$ cat src/rtl/abrs_pkg.sv
// ----------------------------------------------------------------------------
// abrs_pkg
// Shared types, constants and helpers of the ambiguous-base run screen.
// ----------------------------------------------------------------------------
package abrs_pkg;

  localparam int CountBits = 20;
  localparam int OutBits   = 20;
  localparam int BpBits    = 14;
  localparam int LimBits   = 20;
  localparam int ProdBits  = CountBits + BpBits;
  localparam int CfgIdxBits  = 2;
  localparam int CfgDataBits = 20;

  localparam logic [CountBits-1:0] CountMax  = {CountBits{1'b1}};
  localparam logic [BpBits-1:0]    FracScale = BpBits'(10000);
  localparam logic [2:0]           BaseN     = 3'd4;

  typedef enum logic [CfgIdxBits-1:0] {
    CfgFracBp   = 2'd0,
    CfgLongest  = 2'd1,
    CfgEndRun   = 2'd2
  } cfg_idx_e;

  typedef struct packed {
    logic [CountBits-1:0] n_total;
    logic [CountBits-1:0] longest;
    logic [CountBits-1:0] head;
    logic [CountBits-1:0] tail;
    logic [CountBits-1:0] length;
  } counts_t;

  typedef struct packed {
    logic [BpBits-1:0]  frac_bp;
    logic [LimBits-1:0] longest;
    logic [LimBits-1:0] end_run;
  } limits_t;

  function automatic logic [CountBits-1:0] sat_inc(logic [CountBits-1:0] v);
    return (v == CountMax) ? v : v + CountBits'(1);
  endfunction

  function automatic logic [OutBits-1:0] to_out(logic [CountBits-1:0] v);
    logic [CountBits+OutBits-1:0] w;
    w = {{OutBits{1'b0}}, v};
    return w[OutBits-1:0];
  endfunction

  function automatic logic [ProdBits-1:0] widen(logic [CountBits-1:0] v);
    return {{BpBits{1'b0}}, v};
  endfunction

  // true when a count exceeds a 20-bit limit
  function automatic logic over_lim(logic [CountBits-1:0] v, logic [LimBits-1:0] lim);
    logic [CountBits+LimBits-1:0] a;
    logic [CountBits+LimBits-1:0] b;
    a = {{LimBits{1'b0}}, v};
    b = {{CountBits{1'b0}}, lim};
    return a > b;
  endfunction

endpackage

$ cat src/rtl/ambiguous_base_run_screen.sv
// ----------------------------------------------------------------------------
// ambiguous_base_run_screen
// Streams nucleotide codes and screens each region for ambiguous-base runs.
// ----------------------------------------------------------------------------
// One base is taken every cycle while input ready is high. Codes 4 to 7 count
// as N. The transfer marked last closes the region; its result passes through
// three registers: a snapshot register loaded at the transfer, a stage holding
// the two fraction products, and the result register. Non-last bases produce
// nothing. Input ready drops only when the snapshot stage is blocked by a
// stalled result. Counters saturate; the user must write limits through the
// config port only while the block is idle; the block does not enforce it.
module ambiguous_base_run_screen (
  input  logic                           clk_i,
  input  logic                           rst_ni,
  input  logic                           cfg_we_i,
  input  logic [abrs_pkg::CfgIdxBits-1:0] cfg_idx_i,
  input  logic [abrs_pkg::CfgDataBits-1:0] cfg_data_i,
  input  logic                           in_valid_i,
  output logic                           in_ready_o,
  input  logic [2:0]                     base_i,
  input  logic                           last_i,
  output logic                           out_valid_o,
  input  logic                           out_ready_i,
  output logic [abrs_pkg::OutBits-1:0]   n_total_o,
  output logic [abrs_pkg::OutBits-1:0]   longest_run_o,
  output logic [abrs_pkg::OutBits-1:0]   head_run_o,
  output logic [abrs_pkg::OutBits-1:0]   tail_run_o,
  output logic [abrs_pkg::OutBits-1:0]   region_length_o,
  output logic                           valid_res_o
);

  abrs_pkg::limits_t lim_q, lim_d;
  abrs_pkg::counts_t snap;
  logic              snap_valid;
  logic              take;

  always_comb begin
    lim_d = lim_q;
    if (cfg_we_i) begin
      unique case (cfg_idx_i)
        abrs_pkg::CfgFracBp:  lim_d.frac_bp = cfg_data_i[abrs_pkg::BpBits-1:0];
        abrs_pkg::CfgLongest: lim_d.longest = cfg_data_i[abrs_pkg::LimBits-1:0];
        abrs_pkg::CfgEndRun:  lim_d.end_run = cfg_data_i[abrs_pkg::LimBits-1:0];
        default:              lim_d = lim_q;
      endcase
    end
  end

  always_ff @(posedge clk_i or negedge rst_ni) begin
    if (!rst_ni) begin
      lim_q.frac_bp <= abrs_pkg::BpBits'(100);
      lim_q.longest <= abrs_pkg::LimBits'(5);
      lim_q.end_run <= abrs_pkg::LimBits'(20);
    end else begin
      lim_q <= lim_d;
    end
  end

  assign take = in_valid_i && in_ready_o;

  abrs_accum u_accum (
    .clk_i        (clk_i),
    .rst_ni       (rst_ni),
    .take_i       (take),
    .base_i       (base_i),
    .last_i       (last_i),
    .snap_valid_o (snap_valid),
    .snap_o       (snap)
  );

  abrs_check u_check (
    .clk_i           (clk_i),
    .rst_ni          (rst_ni),
    .snap_valid_i    (snap_valid),
    .snap_i          (snap),
    .lim_i           (lim_q),
    .take_ready_o    (in_ready_o),
    .out_valid_o     (out_valid_o),
    .out_ready_i     (out_ready_i),
    .n_total_o       (n_total_o),
    .longest_run_o   (longest_run_o),
    .head_run_o      (head_run_o),
    .tail_run_o      (tail_run_o),
    .region_length_o (region_length_o),
    .valid_res_o     (valid_res_o)
  );

endmodule

$ cat src/rtl/abrs_accum.sv
// ----------------------------------------------------------------------------
// abrs_accum
// Per-region counters: updated on every input transfer, snapshot on last.
// ----------------------------------------------------------------------------
module abrs_accum (
  input  logic                  clk_i,
  input  logic                  rst_ni,
  input  logic                  take_i,
  input  logic [2:0]            base_i,
  input  logic                  last_i,
  output logic                  snap_valid_o,
  output abrs_pkg::counts_t     snap_o
);

  logic [abrs_pkg::CountBits-1:0] run_q, run_d;
  logic [abrs_pkg::CountBits-1:0] n_q, n_d;
  logic [abrs_pkg::CountBits-1:0] longest_q, longest_d;
  logic [abrs_pkg::CountBits-1:0] head_q, head_d;
  logic [abrs_pkg::CountBits-1:0] len_q, len_d;
  logic                           seen_q, seen_d;
  logic                           is_n;

  always_comb begin
    is_n      = base_i >= abrs_pkg::BaseN;
    len_d     = abrs_pkg::sat_inc(len_q);
    run_d     = run_q;
    n_d       = n_q;
    longest_d = longest_q;
    head_d    = head_q;
    seen_d    = seen_q;
    if (is_n) begin
      run_d = abrs_pkg::sat_inc(run_q);
      n_d   = abrs_pkg::sat_inc(n_q);
      if (run_d > longest_q) begin
        longest_d = run_d;
      end
    end else begin
      if (!seen_q) begin
        head_d = run_q;
        seen_d = 1'b1;
      end
      run_d = '0;
    end
  end

  assign snap_valid_o   = take_i && last_i;
  assign snap_o.n_total = n_d;
  assign snap_o.longest = longest_d;
  assign snap_o.head    = seen_d ? head_d : '0;
  assign snap_o.tail    = run_d;
  assign snap_o.length  = len_d;

  always_ff @(posedge clk_i or negedge rst_ni) begin
    if (!rst_ni) begin
      run_q     <= '0;
      n_q       <= '0;
      longest_q <= '0;
      head_q    <= '0;
      len_q     <= '0;
      seen_q    <= 1'b0;
    end else if (take_i) begin
      if (last_i) begin
        run_q     <= '0;
        n_q       <= '0;
        longest_q <= '0;
        head_q    <= '0;
        len_q     <= '0;
        seen_q    <= 1'b0;
      end else begin
        run_q     <= run_d;
        n_q       <= n_d;
        longest_q <= longest_d;
        head_q    <= head_d;
        len_q     <= len_d;
        seen_q    <= seen_d;
      end
    end
  end

endmodule

$ cat src/rtl/abrs_check.sv
// ----------------------------------------------------------------------------
// abrs_check
// Limit checks on a region snapshot and the result register.
// ----------------------------------------------------------------------------
module abrs_check (
  input  logic                        clk_i,
  input  logic                        rst_ni,
  input  logic                        snap_valid_i,
  input  abrs_pkg::counts_t           snap_i,
  input  abrs_pkg::limits_t           lim_i,
  output logic                        take_ready_o,
  output logic                        out_valid_o,
  input  logic                        out_ready_i,
  output logic [abrs_pkg::OutBits-1:0] n_total_o,
  output logic [abrs_pkg::OutBits-1:0] longest_run_o,
  output logic [abrs_pkg::OutBits-1:0] head_run_o,
  output logic [abrs_pkg::OutBits-1:0] tail_run_o,
  output logic [abrs_pkg::OutBits-1:0] region_length_o,
  output logic                        valid_res_o
);

  logic                            s1_v_q, s1_v_d;
  abrs_pkg::counts_t               s1_q;
  logic                            s2_v_q, s2_v_d;
  abrs_pkg::counts_t               s2_q;
  logic [abrs_pkg::ProdBits-1:0]   prod_n_q, prod_lim_q;
  logic                            runs_ok_q;
  logic                            out_v_q, out_v_d;
  logic                            adv_out, s2_free, s1_move, s2_move;

  assign adv_out      = !out_v_q || out_ready_i;
  assign s2_move      = s2_v_q && adv_out;
  assign s2_free      = !s2_v_q || adv_out;
  assign s1_move      = s1_v_q && s2_free;
  assign take_ready_o = !s1_v_q || s2_free;

  always_comb begin
    s1_v_d  = snap_valid_i ? 1'b1 : (s1_move ? 1'b0 : s1_v_q);
    s2_v_d  = s1_move ? 1'b1 : (s2_move ? 1'b0 : s2_v_q);
    out_v_d = s2_move ? 1'b1 : (out_ready_i ? 1'b0 : out_v_q);
  end

  always_ff @(posedge clk_i or negedge rst_ni) begin
    if (!rst_ni) begin
      s1_v_q  <= 1'b0;
      s2_v_q  <= 1'b0;
      out_v_q <= 1'b0;
    end else begin
      s1_v_q  <= s1_v_d;
      s2_v_q  <= s2_v_d;
      out_v_q <= out_v_d;
    end
  end

  always_ff @(posedge clk_i) begin
    if (snap_valid_i) begin
      s1_q <= snap_i;
    end
    if (s1_move) begin
      s2_q       <= s1_q;
      prod_n_q   <= abrs_pkg::widen(s1_q.n_total) *
                    {{abrs_pkg::CountBits{1'b0}}, abrs_pkg::FracScale};
      prod_lim_q <= abrs_pkg::widen(s1_q.length) *
                    {{abrs_pkg::CountBits{1'b0}}, lim_i.frac_bp};
      runs_ok_q  <= !abrs_pkg::over_lim(s1_q.longest, lim_i.longest) &&
                    !abrs_pkg::over_lim(s1_q.head, lim_i.end_run) &&
                    !abrs_pkg::over_lim(s1_q.tail, lim_i.end_run);
    end
    if (s2_move) begin
      n_total_o       <= abrs_pkg::to_out(s2_q.n_total);
      longest_run_o   <= abrs_pkg::to_out(s2_q.longest);
      head_run_o      <= abrs_pkg::to_out(s2_q.head);
      tail_run_o      <= abrs_pkg::to_out(s2_q.tail);
      region_length_o <= abrs_pkg::to_out(s2_q.length);
      valid_res_o     <= runs_ok_q && !(prod_n_q > prod_lim_q);
    end
  end

  assign out_valid_o = out_v_q;

endmodule
$ cat config.mk
export PLATFORM = sky130hd
export DESIGN_NAME = ambiguous_base_run_screen
export DESIGN_NICKNAME = d
export VERILOG_FILES = /design/src/rtl/abrs_pkg.sv /design/src/rtl/ambiguous_base_run_screen.sv /design/src/rtl/abrs_accum.sv /design/src/rtl/abrs_check.sv
export SDC_FILE = /design/constraint.sdc
export NUM_CORES = 2
export LEC_CHECK = 0
export ABC_CLOCK_PERIOD_IN_PS = 7000
export BUFFER_PORTS_ARGS = -buffer_cell sky130_fd_sc_hd__buf_2
export CORE_ASPECT_RATIO = 0.8
export CORE_MARGIN = 2
export CORE_UTILIZATION = 39
export DETAILED_ROUTE_END_ITERATION = 16
export GPL_TIMING_DRIVEN = 0
export HOLD_SLACK_MARGIN = 0.05
export PLACE_DENSITY = 0.54
export SYNTH_ARGS = -nofsm -noshare
export SYNTH_HDL_FRONTEND = slang
export SYNTH_SLANG_ARGS = --single-unit
$ cat constraint.sdc
create_clock -name clk_i -period 7 [get_ports clk_i]
set_input_delay 0.7 -clock clk_i [delete_from_list [all_inputs] [get_ports clk_i]]
set_output_delay 0.7 -clock clk_i [all_outputs]
set_load 0.05 [all_outputs]
==> qor.txt <==
Max Cap Violations -> 0
Hold path startpoint -> cfg_data_i[14]
Number of synthesized flops with an enable pin -> 362
Nets -> 3891
Worst hold endpoint -> lim_q[34]
Top cells by count, synth -> inv_1, edfxtp_1, nand2_1
Dominant register cell in the synthesized netlist -> edfxtp_1
Setup CP Type -> reg2reg
Number of sinks driven by the clock tree -> 520
Cell at the root of the clock tree -> clkbuf_16
Area of the core region -> 0.0877 mm²
Ratio of cells with drive above 1 in the final layout -> 0.112
Number of global-route vias before repair -> 22900
Maximum number of pins on one net before global-route repair -> 107
Effective utilization at floorplan -> 0.395
Area taken by flip-flops and latches -> 0.0148 mm²
Minimum clock period -> 6790 ps
Count of input and output buffers -> 130
Initial antenna violation count -> 2
Total wire length after detailed routing -> 90.4 mm
Arrival @ worst endpoint -> 7150 ps
Average size of a mapped cell -> 11.2 µm²
Wire length of the first global-routing pass -> 141 mm
Maximum clock frequency -> 147 MHz
#FFs+latches synth -> 520
Startpoint of the worst register-to-register path -> u_check.s1_q[8]
Worst-case reg-to-reg path depth -> 21
Clock tree from TritonCTS -> yes
Classification of the worst-slack hold path -> in2reg
Most common cell in the netlist -> inv_1
Routability cong. -> 0.873
Sequential-to-total area share from yosys stat -> 0.428
Finish-stage setup viols -> 0
Maximum count of clock buffers along a single path -> 3
Number of nets with antenna violations after detailed routing -> 0
Multi-input gate area in the final layout -> 0.0174 mm²
Wire length per cell after detailed routing -> 19.9 µm
Width of the die -> 337 µm
Later-pin clock latency in the skew report -> 670 ps
Normalized max-slew margin -> 0.209
Synthesized instance count -> 3106
Number of distinct library cells after synthesis -> 87
CP endpoint kind -> flop
Post-Route Utilization -> 0.446
Area growth from synthesis to layout -> 13.1%
Fill cell instance count of the final layout -> 8284
Final number of max-transition violations -> 0
Hold violation total from the final report -> 0
Kind of launch point of the worst setup path -> flop
Area share of the largest cell type after synthesis -> 0.314
Cell type with the largest total area after synthesis -> edfxtp_1
Hold Path Depth -> 2
Total track usage -> 0.203
Worst-case hold slack -> 296 ps
Setup repair after global routing missed its margin -> false
Period utilization -> 0.970
Crit Reg-Reg Endpoint -> u_check.prod_lim_q[25]
IO Pins -> 134
Post-Route Skew -> 41.0 ps
Half-perimeter wire length after placement -> 69.4 mm
H-tree depth -> 2
Remaining design rule violation count -> 0
Ranking of synthesized cells by area -> edfxtp_1, fa_1, dfrtp_1
Critical Path RT -> 7360 ps
DIE AREA -> 0.0912 mm²
Async set-reset flop share out of synthesis -> 0.304
Total clock buffers created by CTS -> 57
Count of routing violations after the opening detailed-route iteration -> 1679
Cell area after synthesis -> 0.0346 mm²
Vias per std cell -> 5.06
Actual slew at the worst max-slew pin -> 1180 ps
Reg clk slew, reported paths -> 60 ps
Via total after detailed routing -> 23000
Global route total overflow -> 0
Internal reg-to-reg setup slack -> 210 ps
Outcome -> complete, no violations
Post-synth net total -> 3690
Number of rows created at floorplan -> 97
1st-pass router iterations -> 6
Synthesis Warnings -> 0
Chip Height -> 271 µm
Inserted Diodes -> 0
Maximum fanout along the worst path -> 10
[stage by stage]
step	cells	setup WS [ps]	instance area, µm²	TNS (ps)
3_3_place_gp	4424	-415	36800	-60070
4_1_cts	4538	5.42	39100	0
5_1_grt	4544	9.99	39200	0
3_5_place_dp	4429	-30.3	36900	-43.8
2_1_floorplan	3106	1130	34600	0
6_report	4544	213	39200	0
[what timing repair did]
action	4_1_cts	5_1_grt
endpoints found under the setup margin	3	13
hold endpoints to repair	52	0
hold buffers	1	0
gates resized for setup	12	39
buffers inserted	0	7
pin swaps	0	1
cloned	0	0
[cell usage in the layout, fill, tap and decap left out, types with 8 or more instances in the layout]
master / Yosys / routed
and2_1: 141 / 139
nand2_1: 308 / 308
o31ai_1: 23 / 23
mux2_2: 56 / 56
nor3_1: 25 / 25
fa_1: 260 / 260
clkinv_2: 0 / 10
a31oi_1: 16 / 15
clkbuf_16: 0 / 57
and3_1: 25 / 25
buf_2: 8 / 139
nand4_1: 37 / 37
nand2b_1: 21 / 21
o21ai_0: 136 / 135
edfxtp_1: 362 / 362
o21a_1: 18 / 18
dfrtp_1: 151 / 151
o21bai_1: 11 / 11
nor2_1: 83 / 83
clkbuf_1: 109 / 93
nor2b_1: 11 / 11
a211oi_1: 13 / 13
bufinv_16: 0 / 13
or3_1: 8 / 8
a21oi_1: 90 / 89
nand3_1: 56 / 56
inv_1: 510 / 509
mux2i_1: 8 / 8
xor2_1: 32 / 32
ha_1: 293 / 293
xnor2_1: 53 / 53
o211ai_1: 9 / 9
a21o_1: 59 / 59
a22o_1: 35 / 35
clkbuf_2: 0 / 24
[flip-flops by register name, summed over array words and instances, names as in the netlist]
| name | cells |
|---|---|
| u_check.s1_q | 100 |
| u_check.s2_q | 100 |
| lim_q | 54 |
| u_check.prod_lim_q | 34 |
| u_check.prod_n_q | 26 |
| u_accum.head_q | 20 |
| u_accum.len_q | 20 |
| u_accum.longest_q | 20 |
| u_accum.n_q | 20 |
| u_accum.run_q | 20 |
| u_check.head_run_o | 20 |
| u_check.longest_run_o | 20 |
| u_check.n_total_o | 20 |
| u_check.region_length_o | 20 |
| u_check.tail_run_o | 20 |
| u_accum.seen_q | 1 |
| u_check.out_valid_o | 1 |
| u_check.runs_ok_q | 1 |
| u_check.s1_v_q | 1 |
| u_check.s2_v_q | 1 |
| u_check.valid_res_o | 1 |
[cell type report]
| type | instances | share of cell area |
|---|---|---|
| multi-input cells | 1951 | 0.445 |
| flip-flops and latches | 520 | 0.379 |
| inverters | 514 | 0.0493 |
| clock buffers | 71 | 0.0385 |
| well taps | 1188 | 0.0379 |
| repair buffers | 143 | 0.0220 |
| clock inverters | 37 | 0.0159 |
| plain buffers | 120 | 0.0129 |
[routing by layer]
layer  global-route usage  vias to the layer above  part of all wire
li1                     -                    10900                 -
met2                0.272                      588              0.39
met5                    0                        -                 0
met1                0.328                    11400              0.52
met4               0.0404                        0             0.017
met3               0.0485                      105             0.072
[critical path, cell delays in order, from the launching register on]
cell	delay, ps
edfxtp_1	570
clkbuf_2	390
nand2_1	130
fa_1	550
inv_1	60
fa_1	580
fa_1	440
fa_1	460
fa_1	570
inv_1	70
fa_1	480
inv_1	50
ha_1	270
buf_2	190
and3_1	220
nand4_1	200
nor4_4	420
a211oi_4	100
buf_4	170
a211oi_1	250
o22ai_1	140
xnor2_1	170
[cells by family after synthesis]
group,count (synthesis),share of synthesized area
adder cells (fa/ha/maj),553,0.256
flip-flops,520,0.428
AND/OR/NAND/NOR,762,0.110
XOR/XNOR,87,0.0224
AO/OA/AOI/OAI,485,0.0931
buffers and inverters,635,0.0695
multiplexers,64,0.0205
[worst max path at each step]
stage                      from  cells past startpoint                     end
4_1_cts         u_check.s1_q[4]                     19  u_check.prod_lim_q[33]
6_report        u_check.s1_q[8]                     21  u_check.prod_lim_q[25]
3_5_place_dp          lim_q[42]                     20  u_check.prod_lim_q[33]
3_3_place_gp        out_ready_i                      3         u_check.s2_q[0]
5_1_grt        u_check.s1_q[10]                     21  u_check.prod_lim_q[25]
2_1_floorplan         lim_q[45]                     20  u_check.prod_lim_q[25]
Power is not shown: default switching activity piles up to over one toggle a cycle in this logic, so the estimate is an artifact.
